`src/rtl/cdse_pkg.sv`:
```
// Package with constants, types and sequencing functions of the CRLF dot-stuffing encoder.
`timescale 1ns / 1ps
package cdse_pkg;

  localparam logic [7:0] CH_LF  = 8'h0A;
  localparam logic [7:0] CH_CR  = 8'h0D;
  localparam logic [7:0] CH_DOT = 8'h2E;

  localparam int QUEUE_DEPTH = 2;
  localparam int QPTR_W      = $clog2(QUEUE_DEPTH);
  localparam int QCNT_W      = $clog2(QUEUE_DEPTH + 1);

  typedef logic [2:0] step_t;

  typedef enum logic [1:0] {
    TK_CR,
    TK_LF,
    TK_DOT,
    TK_DATA
  } token_t;

  // Classified input byte as handed from the front end to the emitter.
  typedef struct packed {
    logic [7:0] data_byte;
    logic       is_lf;
    logic       dot_dup;
    logic       final_byte;
  } cdse_desc_t;

  // Number of beats for the line part of a descriptor (before any trailer).
  function automatic step_t head_len(input cdse_desc_t d);
    return (d.is_lf || d.dot_dup) ? step_t'(2) : step_t'(1);
  endfunction

  // Index of the last beat that a descriptor produces.
  function automatic step_t last_step(input cdse_desc_t d);
    step_t tail;
    tail = d.final_byte ? (d.is_lf ? step_t'(3) : step_t'(5)) : step_t'(0);
    return head_len(d) + tail - step_t'(1);
  endfunction

  // Which byte goes out at a given beat of a descriptor's sequence.
  function automatic token_t token_at(input cdse_desc_t d, input step_t idx);
    step_t  hl;
    step_t  k;
    token_t tok;
    hl  = head_len(d);
    tok = TK_DATA;
    if (idx < hl) begin
      if (d.is_lf) begin
        tok = (idx == step_t'(0)) ? TK_CR : TK_LF;
      end else begin
        tok = (d.dot_dup && idx == step_t'(0)) ? TK_DOT : TK_DATA;
      end
    end else begin
      // The trailer is CR LF DOT CR LF; a final line feed skips its first pair.
      k = idx - hl + (d.is_lf ? step_t'(2) : step_t'(0));
      case (k)
        3'd0:    tok = TK_CR;
        3'd1:    tok = TK_LF;
        3'd2:    tok = TK_DOT;
        3'd3:    tok = TK_CR;
        default: tok = TK_LF;
      endcase
    end
    return tok;
  endfunction

  // Push side of the queue between classifier and emitter.
  typedef struct packed {
    logic       valid;
    cdse_desc_t desc;
  } cdse_push_t;

endpackage

```
`src/rtl/cdse_if.sv`:
```
// Valid/ready channel interfaces for the input bytes and the encoded bytes.
`timescale 1ns / 1ps
interface cdse_in_if;
  logic       valid;
  logic       ready;
  logic [7:0] data_byte;
  logic       final_byte;

  modport source (output valid, output data_byte, output final_byte, input ready);
  modport sink   (input valid, input data_byte, input final_byte, output ready);
endinterface

interface cdse_out_if;
  logic       valid;
  logic       ready;
  logic [7:0] out_byte;
  logic       run_last;
  logic       message_end;

  modport source (output valid, output out_byte, output run_last, output message_end,
                  input ready);
  modport sink   (input valid, input out_byte, input run_last, input message_end,
                  output ready);
endinterface

```
`src/rtl/crlf_dot_stuff_encoder.sv`:
```
// Top level of the CRLF conversion and dot-stuffing encoder.
//
//   Channel  Direction  Beat contents
//   in_ch    sink       data_byte[7:0], final_byte
//   out_ch   source     out_byte[7:0], run_last, message_end
//
// One output byte per cycle while the sink is ready; an input byte gives one to seven beats.
// The emitter's step counter sets the rate: one beat of the current byte per unstalled cycle.
// An input beat is taken every cycle while the two-entry descriptor queue has room.
// An input beat is queued first; its first output beat then loads into the output register.
// Synchronous reset empties the queue and the output register and marks start of line.
// Each side stalls on its own; a full queue holds off the input, a stalled output holds the queue.
`timescale 1ns / 1ps
module crlf_dot_stuff_encoder
  import cdse_pkg::*;
(
  input  logic        clk,
  input  logic        rst_n,
  cdse_in_if.sink     in_ch,
  cdse_out_if.source  out_ch
);

  cdse_push_t push;
  logic       push_ready;
  logic       head_valid;
  cdse_desc_t head_desc;
  logic       pop;

  cdse_front u_front (
    .clk        (clk),
    .rst_n      (rst_n),
    .in_ch      (in_ch),
    .push       (push),
    .push_ready (push_ready)
  );

  cdse_queue u_queue (
    .clk        (clk),
    .rst_n      (rst_n),
    .push       (push),
    .push_ready (push_ready),
    .head_valid (head_valid),
    .head_desc  (head_desc),
    .pop        (pop)
  );

  cdse_back u_back (
    .clk        (clk),
    .rst_n      (rst_n),
    .head_valid (head_valid),
    .head_desc  (head_desc),
    .pop        (pop),
    .out_ch     (out_ch)
  );

endmodule

```
`src/rtl/cdse_front.sv`:
```
// Front end: accepts input beats, tracks line start and classifies each byte.
`timescale 1ns / 1ps
module cdse_front
  import cdse_pkg::*;
(
  input  logic        clk,
  input  logic        rst_n,
  cdse_in_if.sink     in_ch,
  output cdse_push_t  push,
  input  logic        push_ready
);

  logic at_line_start_r;
  logic at_line_start_nxt;
  logic is_lf;
  logic accept;

  assign is_lf  = (in_ch.data_byte == CH_LF);
  assign accept = in_ch.valid && push_ready;

  assign in_ch.ready = push_ready;

  always_comb begin
    push.valid           = in_ch.valid;
    push.desc.data_byte  = in_ch.data_byte;
    push.desc.is_lf      = is_lf;
    push.desc.dot_dup    = at_line_start_r && (in_ch.data_byte == CH_DOT);
    push.desc.final_byte = in_ch.final_byte;
  end

  // A new line begins after every line feed and after every message.
  always_comb begin
    at_line_start_nxt = at_line_start_r;
    if (accept) begin
      at_line_start_nxt = is_lf || in_ch.final_byte;
    end
  end

  always_ff @(posedge clk) begin
    if (!rst_n) begin
      at_line_start_r <= 1'b1;
    end else begin
      at_line_start_r <= at_line_start_nxt;
    end
  end

endmodule

```
`src/rtl/cdse_queue.sv`:
```
// Short descriptor queue between the front end and the emitter.
`timescale 1ns / 1ps
module cdse_queue
  import cdse_pkg::*;
(
  input  logic        clk,
  input  logic        rst_n,
  input  cdse_push_t  push,
  output logic        push_ready,
  output logic        head_valid,
  output cdse_desc_t  head_desc,
  input  logic        pop
);

  cdse_desc_t          entry_r [QUEUE_DEPTH];
  logic [QPTR_W-1:0]   wr_ptr_r;
  logic [QPTR_W-1:0]   rd_ptr_r;
  logic [QCNT_W-1:0]   count_r;
  logic [QPTR_W-1:0]   wr_ptr_nxt;
  logic [QPTR_W-1:0]   rd_ptr_nxt;
  logic [QCNT_W-1:0]   count_nxt;
  logic                do_push;
  logic                do_pop;

  assign push_ready = (count_r != QCNT_W'(QUEUE_DEPTH));
  assign head_valid = (count_r != '0);
  assign head_desc  = entry_r[rd_ptr_r];

  assign do_push = push.valid && push_ready;
  assign do_pop  = pop && head_valid;

  always_comb begin
    wr_ptr_nxt = wr_ptr_r;
    rd_ptr_nxt = rd_ptr_r;
    count_nxt  = count_r;
    if (do_push) begin
      wr_ptr_nxt = (wr_ptr_r == QPTR_W'(QUEUE_DEPTH - 1)) ? '0 : wr_ptr_r + QPTR_W'(1);
    end
    if (do_pop) begin
      rd_ptr_nxt = (rd_ptr_r == QPTR_W'(QUEUE_DEPTH - 1)) ? '0 : rd_ptr_r + QPTR_W'(1);
    end
    if (do_push && !do_pop) begin
      count_nxt = count_r + QCNT_W'(1);
    end else if (do_pop && !do_push) begin
      count_nxt = count_r - QCNT_W'(1);
    end
  end

  always_ff @(posedge clk) begin
    if (!rst_n) begin
      wr_ptr_r <= '0;
      rd_ptr_r <= '0;
      count_r  <= '0;
    end else begin
      wr_ptr_r <= wr_ptr_nxt;
      rd_ptr_r <= rd_ptr_nxt;
      count_r  <= count_nxt;
    end
  end

  always_ff @(posedge clk) begin
    if (do_push) begin
      entry_r[wr_ptr_r] <= push.desc;
    end
  end

endmodule

```
`src/rtl/cdse_back.sv`:
```
// Emitter: steps through each descriptor's byte sequence into an output register.
`timescale 1ns / 1ps
module cdse_back
  import cdse_pkg::*;
(
  input  logic        clk,
  input  logic        rst_n,
  input  logic        head_valid,
  input  cdse_desc_t  head_desc,
  output logic        pop,
  cdse_out_if.source  out_ch
);

  step_t      idx_r;
  step_t      idx_nxt;
  logic       out_valid_r;
  logic       out_valid_nxt;
  logic [7:0] out_byte_r;
  logic [7:0] out_byte_nxt;
  logic       run_last_r;
  logic       run_last_nxt;
  logic       msg_end_r;
  logic       msg_end_nxt;
  logic       advance;
  logic       at_last;
  token_t     tok;

  assign out_ch.valid       = out_valid_r;
  assign out_ch.out_byte    = out_byte_r;
  assign out_ch.run_last    = run_last_r;
  assign out_ch.message_end = msg_end_r;

  // The output register is refilled when a descriptor waits and it is empty or being drained.
  assign advance = head_valid && (!out_valid_r || out_ch.ready);
  assign at_last = (idx_r == last_step(head_desc));
  assign tok     = token_at(head_desc, idx_r);
  assign pop     = advance && at_last;

  always_comb begin
    unique case (tok)
      TK_CR:   out_byte_nxt = CH_CR;
      TK_LF:   out_byte_nxt = CH_LF;
      TK_DOT:  out_byte_nxt = CH_DOT;
      TK_DATA: out_byte_nxt = head_desc.data_byte;
      default: out_byte_nxt = head_desc.data_byte;
    endcase
    run_last_nxt  = at_last;
    msg_end_nxt   = at_last && head_desc.final_byte;
    idx_nxt       = idx_r;
    out_valid_nxt = out_valid_r && !out_ch.ready;
    if (advance) begin
      out_valid_nxt = 1'b1;
      idx_nxt       = at_last ? step_t'(0) : idx_r + step_t'(1);
    end
  end

  always_ff @(posedge clk) begin
    if (!rst_n) begin
      idx_r       <= '0;
      out_valid_r <= 1'b0;
    end else begin
      idx_r       <= idx_nxt;
      out_valid_r <= out_valid_nxt;
    end
  end

  always_ff @(posedge clk) begin
    if (advance) begin
      out_byte_r <= out_byte_nxt;
      run_last_r <= run_last_nxt;
      msg_end_r  <= msg_end_nxt;
    end
  end

endmodule

```
`src/flat_wrapper.sv`:
```
// flat-port wrapper written by rule: the top's interface ports become plain ports
module crlf_dot_stuff_encoder_flat import cdse_pkg::*;
  (clk, rst_n, in_ch_valid, in_ch_data_byte, in_ch_final_byte, in_ch_ready, out_ch_valid, out_ch_out_byte, out_ch_run_last, out_ch_message_end, out_ch_ready);
  cdse_in_if in_ch_i ();
  cdse_out_if out_ch_i ();
  input  logic clk;
  input  logic rst_n;
  input wire logic [$bits(in_ch_i.valid)-1:0] in_ch_valid;
  input wire logic [$bits(in_ch_i.data_byte)-1:0] in_ch_data_byte;
  input wire logic [$bits(in_ch_i.final_byte)-1:0] in_ch_final_byte;
  output wire logic [$bits(in_ch_i.ready)-1:0] in_ch_ready;
  output wire logic [$bits(out_ch_i.valid)-1:0] out_ch_valid;
  output wire logic [$bits(out_ch_i.out_byte)-1:0] out_ch_out_byte;
  output wire logic [$bits(out_ch_i.run_last)-1:0] out_ch_run_last;
  output wire logic [$bits(out_ch_i.message_end)-1:0] out_ch_message_end;
  input wire logic [$bits(out_ch_i.ready)-1:0] out_ch_ready;
  assign in_ch_i.valid = in_ch_valid;
  assign in_ch_i.data_byte = in_ch_data_byte;
  assign in_ch_i.final_byte = in_ch_final_byte;
  assign in_ch_ready = in_ch_i.ready;
  assign out_ch_valid = out_ch_i.valid;
  assign out_ch_out_byte = out_ch_i.out_byte;
  assign out_ch_run_last = out_ch_i.run_last;
  assign out_ch_message_end = out_ch_i.message_end;
  assign out_ch_i.ready = out_ch_ready;
  crlf_dot_stuff_encoder u_core (.clk(clk), .rst_n(rst_n), .in_ch(in_ch_i), .out_ch(out_ch_i));
endmodule
```
`config.mk`:
```
export PLATFORM = sky130hd
export DESIGN_NAME = crlf_dot_stuff_encoder_flat
export DESIGN_NICKNAME = d
export VERILOG_FILES = /design/src/rtl/cdse_pkg.sv /design/src/rtl/cdse_if.sv /design/src/rtl/crlf_dot_stuff_encoder.sv /design/src/rtl/cdse_front.sv /design/src/rtl/cdse_queue.sv /design/src/rtl/cdse_back.sv /design/src/flat_wrapper.sv
export SDC_FILE = /design/constraint.sdc
export NUM_CORES = 1
export LEC_CHECK = 0
export ABC_AREA = 1
export BUFFER_PORTS_ARGS = -buffer_cell sky130_fd_sc_hd__buf_2
export CAP_MARGIN = 15
export CORE_MARGIN = 1
export CORE_UTILIZATION = 50
export DETAILED_ROUTE_END_ITERATION = 10
export PLACE_DENSITY = 0.7
export SLEW_MARGIN = 20
export SYNTH_ARGS = -nofsm -noshare
export SYNTH_HDL_FRONTEND = slang
export SYNTH_SLANG_ARGS = --single-unit
```
`constraint.sdc`:
```
create_clock -name clk -period 7.2 [get_ports clk]
set_clock_uncertainty 0.1 [all_clocks]
set_input_delay 0.36 -clock clk [delete_from_list [all_inputs] [get_ports clk]]
set_output_delay 0.36 -clock clk [all_outputs]
set_load 0.03 [all_outputs]
```
== After elaboration in Yosys (flattened, before gate mapping) ==
Memories as Yosys holds them, arrays and structs flattened. A register that Yosys moved wholly into a read port is not among the register bits.
Index checks and enable logic that the tools add are counted.
W data, S select, Z words.

* Bits in registers: 19
* Memory bits (writable): 22
* Input port bits: 13
* Output and inout bits: 12
* Logic and storage cells: 72
* Memories: 1

* Add/sub/neg operators: 9
* $lt $le $gt $ge: 1
* Eq/ne operators: 9
* Muxes and demuxes: 20
* Reduce and logical (&&, ||, !) cells: 23

{| class="wikitable"
|+ Memories
! name !! depth !! bits a word !! rd ports !! clocked after memory_dff !! wr ports !! RTL line !! text
|-
| u_core.u_queue.entry_r || 2 || 11 || 1 || 1 || 1 || cdse_queue.sv:15 || <nowiki>cdse_desc_t entry_r [QUEUE_DEPTH];</nowiki>
|}

{| class="wikitable"
|+ Operators with widths
! operator !! count
|-
| $pmux W8 S4 || 1
|-
| $mux W2 || 6
|-
| $logic_and A1 B1 Y1 || 10
|-
| $mux W1 || 9
|-
| $mux W3 || 3
|-
| $eq A8 B4 Y1 const B || 1
|-
| $eq A8 B6 Y1 const B || 1
|-
| $eq A3 B2 Y1 const B || 2
|-
| $logic_not A3 Y1 || 2
|-
| $eq A2 B2 Y1 const B || 2
|-
| $logic_not A1 Y1 || 4
|-
| $pmux W2 S2 || 1
|-
| $reduce_bool A2 Y1 || 2
|-
| $add A3 B1 Y3 const B || 1
|-
| $add A3 B2 Y3 || 1
|-
| $add A3 B3 Y3 || 1
|-
| $eq A3 B3 Y1 || 1
|-
| $logic_or A1 B1 Y1 || 3
|-
| $lt A3 B2 Y1 || 1
|-
| $sub A3 B1 Y3 const B || 1
|-
| $sub A3 B2 Y3 || 1
|-
| $add A1 B1 Y1 const B || 2
|-
| $add A2 B1 Y2 const B || 1
|-
| $eq A2 B1 Y1 const B || 1
|-
| other kinds (4) || 4
|}

== Depth between registers and ports, before layout ==
* Depth in word-level cells: 10
* Mapped depth: 17
* Gate-level depth less buffers: 17

== Hierarchy ==
A second synthesis with hierarchy kept.

* Cells, all modules: 204
* Area total of the unflattened synthesis: 2,133.3 um2

{| class="wikitable"
|+ Modules (own cells, without submodules)
! module !! times used !! cells each !! area an instance (um2)
|-
| cdse_queue || 1 || 71 || 1,047.3
|-
| cdse_back || 1 || 97 || 870.8
|-
| cdse_front || 1 || 36 || 215.2
|}

== Least setup slack after synthesis ==
OpenSTA, ideal clock, no wires.

* Kind: flip-flop to flip-flop
* From: register with a tool-made name
* To: register u_core.u_back.out_byte_r[1], in the netlist u_core.u_back.out_ch.out_byte[1] (data pin)
* Arrival time: 2,133 ps
* Data required time: 6,851 ps
* Slack: 4,718 ps
* Cell stages (with the launch flop): 17
* Path buffers: 1
* Clock period less this slack: 2,482 ps
* Path through: dfxtp_1 > buf_6 > nand2_4 > nand2_8 > nand3_2 > nand2_1 > inv_1 > ha_1 > ha_1 > xor2_1 > nand3b_2 > nand2_4 > nor2_2 > nor2_4 > nand3_1 > nand2_1 > inv_1

{| class="wikitable"
|+ RTL lines
! what !! RTL line !! text
|-
| to (signal assigned) || cdse_back.sv:69 || <nowiki>out_byte_r <= out_byte_nxt;</nowiki>
|-
| to (decl) || cdse_back.sv:18 || <nowiki>logic [7:0] out_byte_r;</nowiki>
|}

==> results.yml <==
status:
  status: "finished clean"
synth:
  number_of_flops_mapped_to_enable_cells_by_yosys: 32
  ys_warn_count: 0
  ys_seq_elements: 42
  netlist_area_um2: 2036
  post_synthesis_async_set_or_reset_flop_share_pct: 0
  ys_types: 30
  syn_inst: 193
  synth_area_per_cell_um2: 10.55
  ys_seq_area_share_pct: 57.04
  syn-num-nets: 211
  synth_top_flop_cell: "sky130_fd_sc_hd__edfxtp_1"
layout:
  post_route_cells_drive_above_1_share_pct: 27.68
  synthToLayoutAreaGrowth_pct: 13.09
  finish.instance_area_um2: 2302
  antenna_cells: 0
  most-common-layout-cells: "sky130_fd_sc_hd__nand2_1 (42), sky130_fd_sc_hd__edfxtp_1 (32), sky130_fd_sc_hd__inv_1 (29)"
  post_route_non_filler_standard_cell_count: 272
  layout.cells.most_common: "sky130_fd_sc_hd__nand2_1"
  nets: 241
pwr:
  power.density_nw_per_um2: 459.0
  leakage_nw: 1.021
  vdd.ir_drop.worst_mv: 0.1983
drt:
  dr.first_iter.drc_count: 43
  drtAntennaViolNets: 0
  drc: 0
  dr.pass1.iters: 4
  num_vias: 1326
  totalWireLength_um: 3123
  drt-wirelength-per-cell_um: 11.48
  post_drt_via_cell_ratio: 4.875
worst_setup_path:
  critical_path_cell_count: 17
  worst_setup_path_endpoint: "u_core.u_back.out_ch.out_byte[1]"
  most_common_cell_on_crit_path: "sky130_fd_sc_hd__nand2_1"
  setup.reg_to_reg.worst_slack_ns: 4.28
  path_buf_inv: 3
  critPathMaxStageDelay_ns: 0.62
  worstRegToRegCells: 17
  largest_fanout_on_the_critical_path: 12
  slowest_stage_cell_crit_path: "sky130_fd_sc_hd__dfxtp_1"
  critical_path_cell_list: "inv_2, nand2_2, nand2_8, nand2_8, nand2_1, nand2_1, inv_1, ha_1, ha_1, xor2_1, nand3b_2, nand2_4, nor2_2, nor2_4, nand3_1, nand2_1, inv_1"
  worst_setup_path_start_kind: "flip-flop"
  critPathTopFamily: "simple AND/OR/NAND/NOR gates"
  worst_r2r_endpoint: "u_core.u_back.out_ch.out_byte[1]"
  critical_path_required_ns: 7.17
  setup.worst_path.class: "flip-flop to flip-flop"
  timing.critical_path.arrival_ns: 2.89
  end_kind: "flip-flop"
clock_tree:
  cts-resized-gates: 0
  ctsRootBufferMaster: "sky130_fd_sc_hd__clkbuf_8"
  h-tree-depth: 2
  clkSinkCount: 42
  total_of_hold_buffers_inserted_after_clock_tree_synthesis: 0
  clk_pin_slew_ns: 0.09
  cts_buffers: 5
  tritoncts: "yes"
  clkLatencyLatePin_ns: 0.30
  cts_buffer_depth: 2
  postCtsSetupBuffers: 0
die:
  core-area_um2: 3771
  dieWidth_um: 65.81
  design.die.area_um2: 4330
  row_count: 22
  die_h_um: 65.81
  pin_count: 25
  initial_utilization_pct: 53.98
timing:
  worst_hold_slack_ns: 0.1604
  hold_violations: 0
  timing.final.setup_violations: 0
  final_max_slew_viol_count: 0
  final.period_utilization_pct: 40.59
  totalNegativeSetupSlack_ns: 0
  max_slew.worst_pin.slew_ns: 0.9477
  period_minus_slack_ns: 2.923
  slew_headroom_pct: 36.59
  grt_setup_unrepaired: "false"
  postLayoutSetupSlackWorst_ns: 4.277
  fmax_mhz: 342.1
global_route:
  globalRoute.totalOverflow: 0
  grt_antenna_before_repair: 0
  grt_util_all_layers_pct: 16.42
  grt_pass1_vias: 1165
  grt_first_pass_wirelength_um: 5147
  grt_start_max_net_pins: 17
placed_design:
  pre_cts_slack_ns: 4.262
  dp_cells: 264
  postPlaceCellArea_um2: 2205
  port_buffers: 24
  globalplace.congestion: 0.8208
  dp.final_hpwl_um: 2404
hold_path:
  hold_path.class: "input port to flip-flop"
job:
  timing.max_cap.violations: 0
state kept, by name, indices dropped and copies added (netlist names), named ones only:
name	count
u_core.u_queue.entry_r	22
u_core.u_back.out_ch.out_byte	8
u_core.u_back.idx_r	3
u_core.u_queue.count_r	2
u_core.u_back.out_ch.message_end	1
u_core.u_back.out_ch.run_last	1
u_core.u_back.out_ch.valid	1
u_core.u_front.at_line_start_r	1
u_core.u_queue.rd_ptr_r	1
u_core.u_queue.wr_ptr_r	1
metrics by stage:
stage,util [%],total power [mW]
floorplan,-,0.8069
global placement,58.46,0.8941
detailed placement,58.46,0.9056
CTS,61.05,1.067
global route,61.05,1.134
finish,61.05,1.057
cells by family after synthesis:
family,Yosys count,share of synthesized area [%]
simple gates,91,25.32
buf+inv,33,6.453
mux,2,0.9834
fa+ha+maj,5,3.073
compound gates,18,6.270
flops,42,57.04
xor+xnor,2,0.8606
worst register-to-register path: stages, from the launching register on:
cell and delay [ns]:
sky130_fd_sc_hd__dfxtp_1 0.62, sky130_fd_sc_hd__inv_2 0.17, sky130_fd_sc_hd__nand2_2 0.15, sky130_fd_sc_hd__nand2_8 0.08
sky130_fd_sc_hd__nand2_8 0.10, sky130_fd_sc_hd__nand2_1 0.05, sky130_fd_sc_hd__nand2_1 0.05, sky130_fd_sc_hd__inv_1 0.04
sky130_fd_sc_hd__ha_1 0.26, sky130_fd_sc_hd__ha_1 0.19, sky130_fd_sc_hd__xor2_1 0.15, sky130_fd_sc_hd__nand3b_2 0.24
sky130_fd_sc_hd__nand2_4 0.10, sky130_fd_sc_hd__nor2_2 0.05, sky130_fd_sc_hd__nor2_4 0.14, sky130_fd_sc_hd__nand3_1 0.09
sky130_fd_sc_hd__nand2_1 0.07, sky130_fd_sc_hd__inv_1 0.03
worst min-delay path by stage:
stage                                   startpoint                              to  slack, ns  cells past startpoint
floorplan           u_core.u_front.at_line_start_r  u_core.u_front.at_line_start_r       0.34                      2
global placement    u_core.u_front.at_line_start_r  u_core.u_front.at_line_start_r       0.37                      2
detailed placement  u_core.u_front.at_line_start_r  u_core.u_front.at_line_start_r       0.37                      2
CTS                             in_ch_data_byte[6]    u_core.u_queue.entry_r[0][9]       0.16                      1
global route                    in_ch_data_byte[1]    u_core.u_queue.entry_r[0][4]       0.15                      1
finish                          in_ch_data_byte[0]    u_core.u_queue.entry_r[1][3]       0.16                      1
where the power goes:
group	internal, mW	total, mW	switching, mW
Clock	0.0724	0.160	0.0878
Sequential	0.352	0.383	0.0308
Combinational	0.164	0.513	0.350
Total	0.589	1.06	0.468
synth_stat cells, types with 2 or more instances:
master | number | area share [%]
sky130_fd_sc_hd__xor2_1 | 2 | 0.86
sky130_fd_sc_hd__nor2_1 | 11 | 2.0
sky130_fd_sc_hd__nand3_1 | 10 | 2.5
sky130_fd_sc_hd__nand2_4 | 6 | 3.3
sky130_fd_sc_hd__ha_1 | 5 | 3.1
sky130_fd_sc_hd__o21ai_1 | 2 | 0.49
sky130_fd_sc_hd__nand2_8 | 2 | 2.0
sky130_fd_sc_hd__dfxtp_1 | 10 | 9.8
sky130_fd_sc_hd__a21oi_2 | 3 | 1.3
sky130_fd_sc_hd__inv_2 | 3 | 0.55
sky130_fd_sc_hd__edfxtp_1 | 32 | 47
sky130_fd_sc_hd__nand2_2 | 6 | 1.8
sky130_fd_sc_hd__a21oi_1 | 3 | 0.74
sky130_fd_sc_hd__nand4_1 | 4 | 1.2
sky130_fd_sc_hd__o21ai_0 | 7 | 1.7
sky130_fd_sc_hd__mux2i_1 | 2 | 0.98
sky130_fd_sc_hd__nand2_1 | 42 | 7.7
sky130_fd_sc_hd__inv_1 | 29 | 5.3
sky130_fd_sc_hd__nand3_2 | 3 | 1.5
routing by layer:
| layer | wire length [um] | up-vias | global-route usage, % |
|---|---|---|---|
| met5 | 0 | - | 0 |
| met4 | 52 | 0 | 7.065 |
| met3 | 157 | 6 | 6.034 |
| met2 | 1420 | 31 | 25.64 |
| met1 | 1493 | 593 | 20.27 |
| li1 | - | 696 | - |
layout make-up:
cell class	instances	area [um^2]
inverters	32	120.1
flip-flops and latches	42	1161
clock inverters	3	28.78
well taps	48	60.06
repair buffers	24	120.1
clock buffers	5	68.82
multi-input cells	118	743.2
fillers	306	1469
Note: power is estimated with default switching activity, not from simulation.
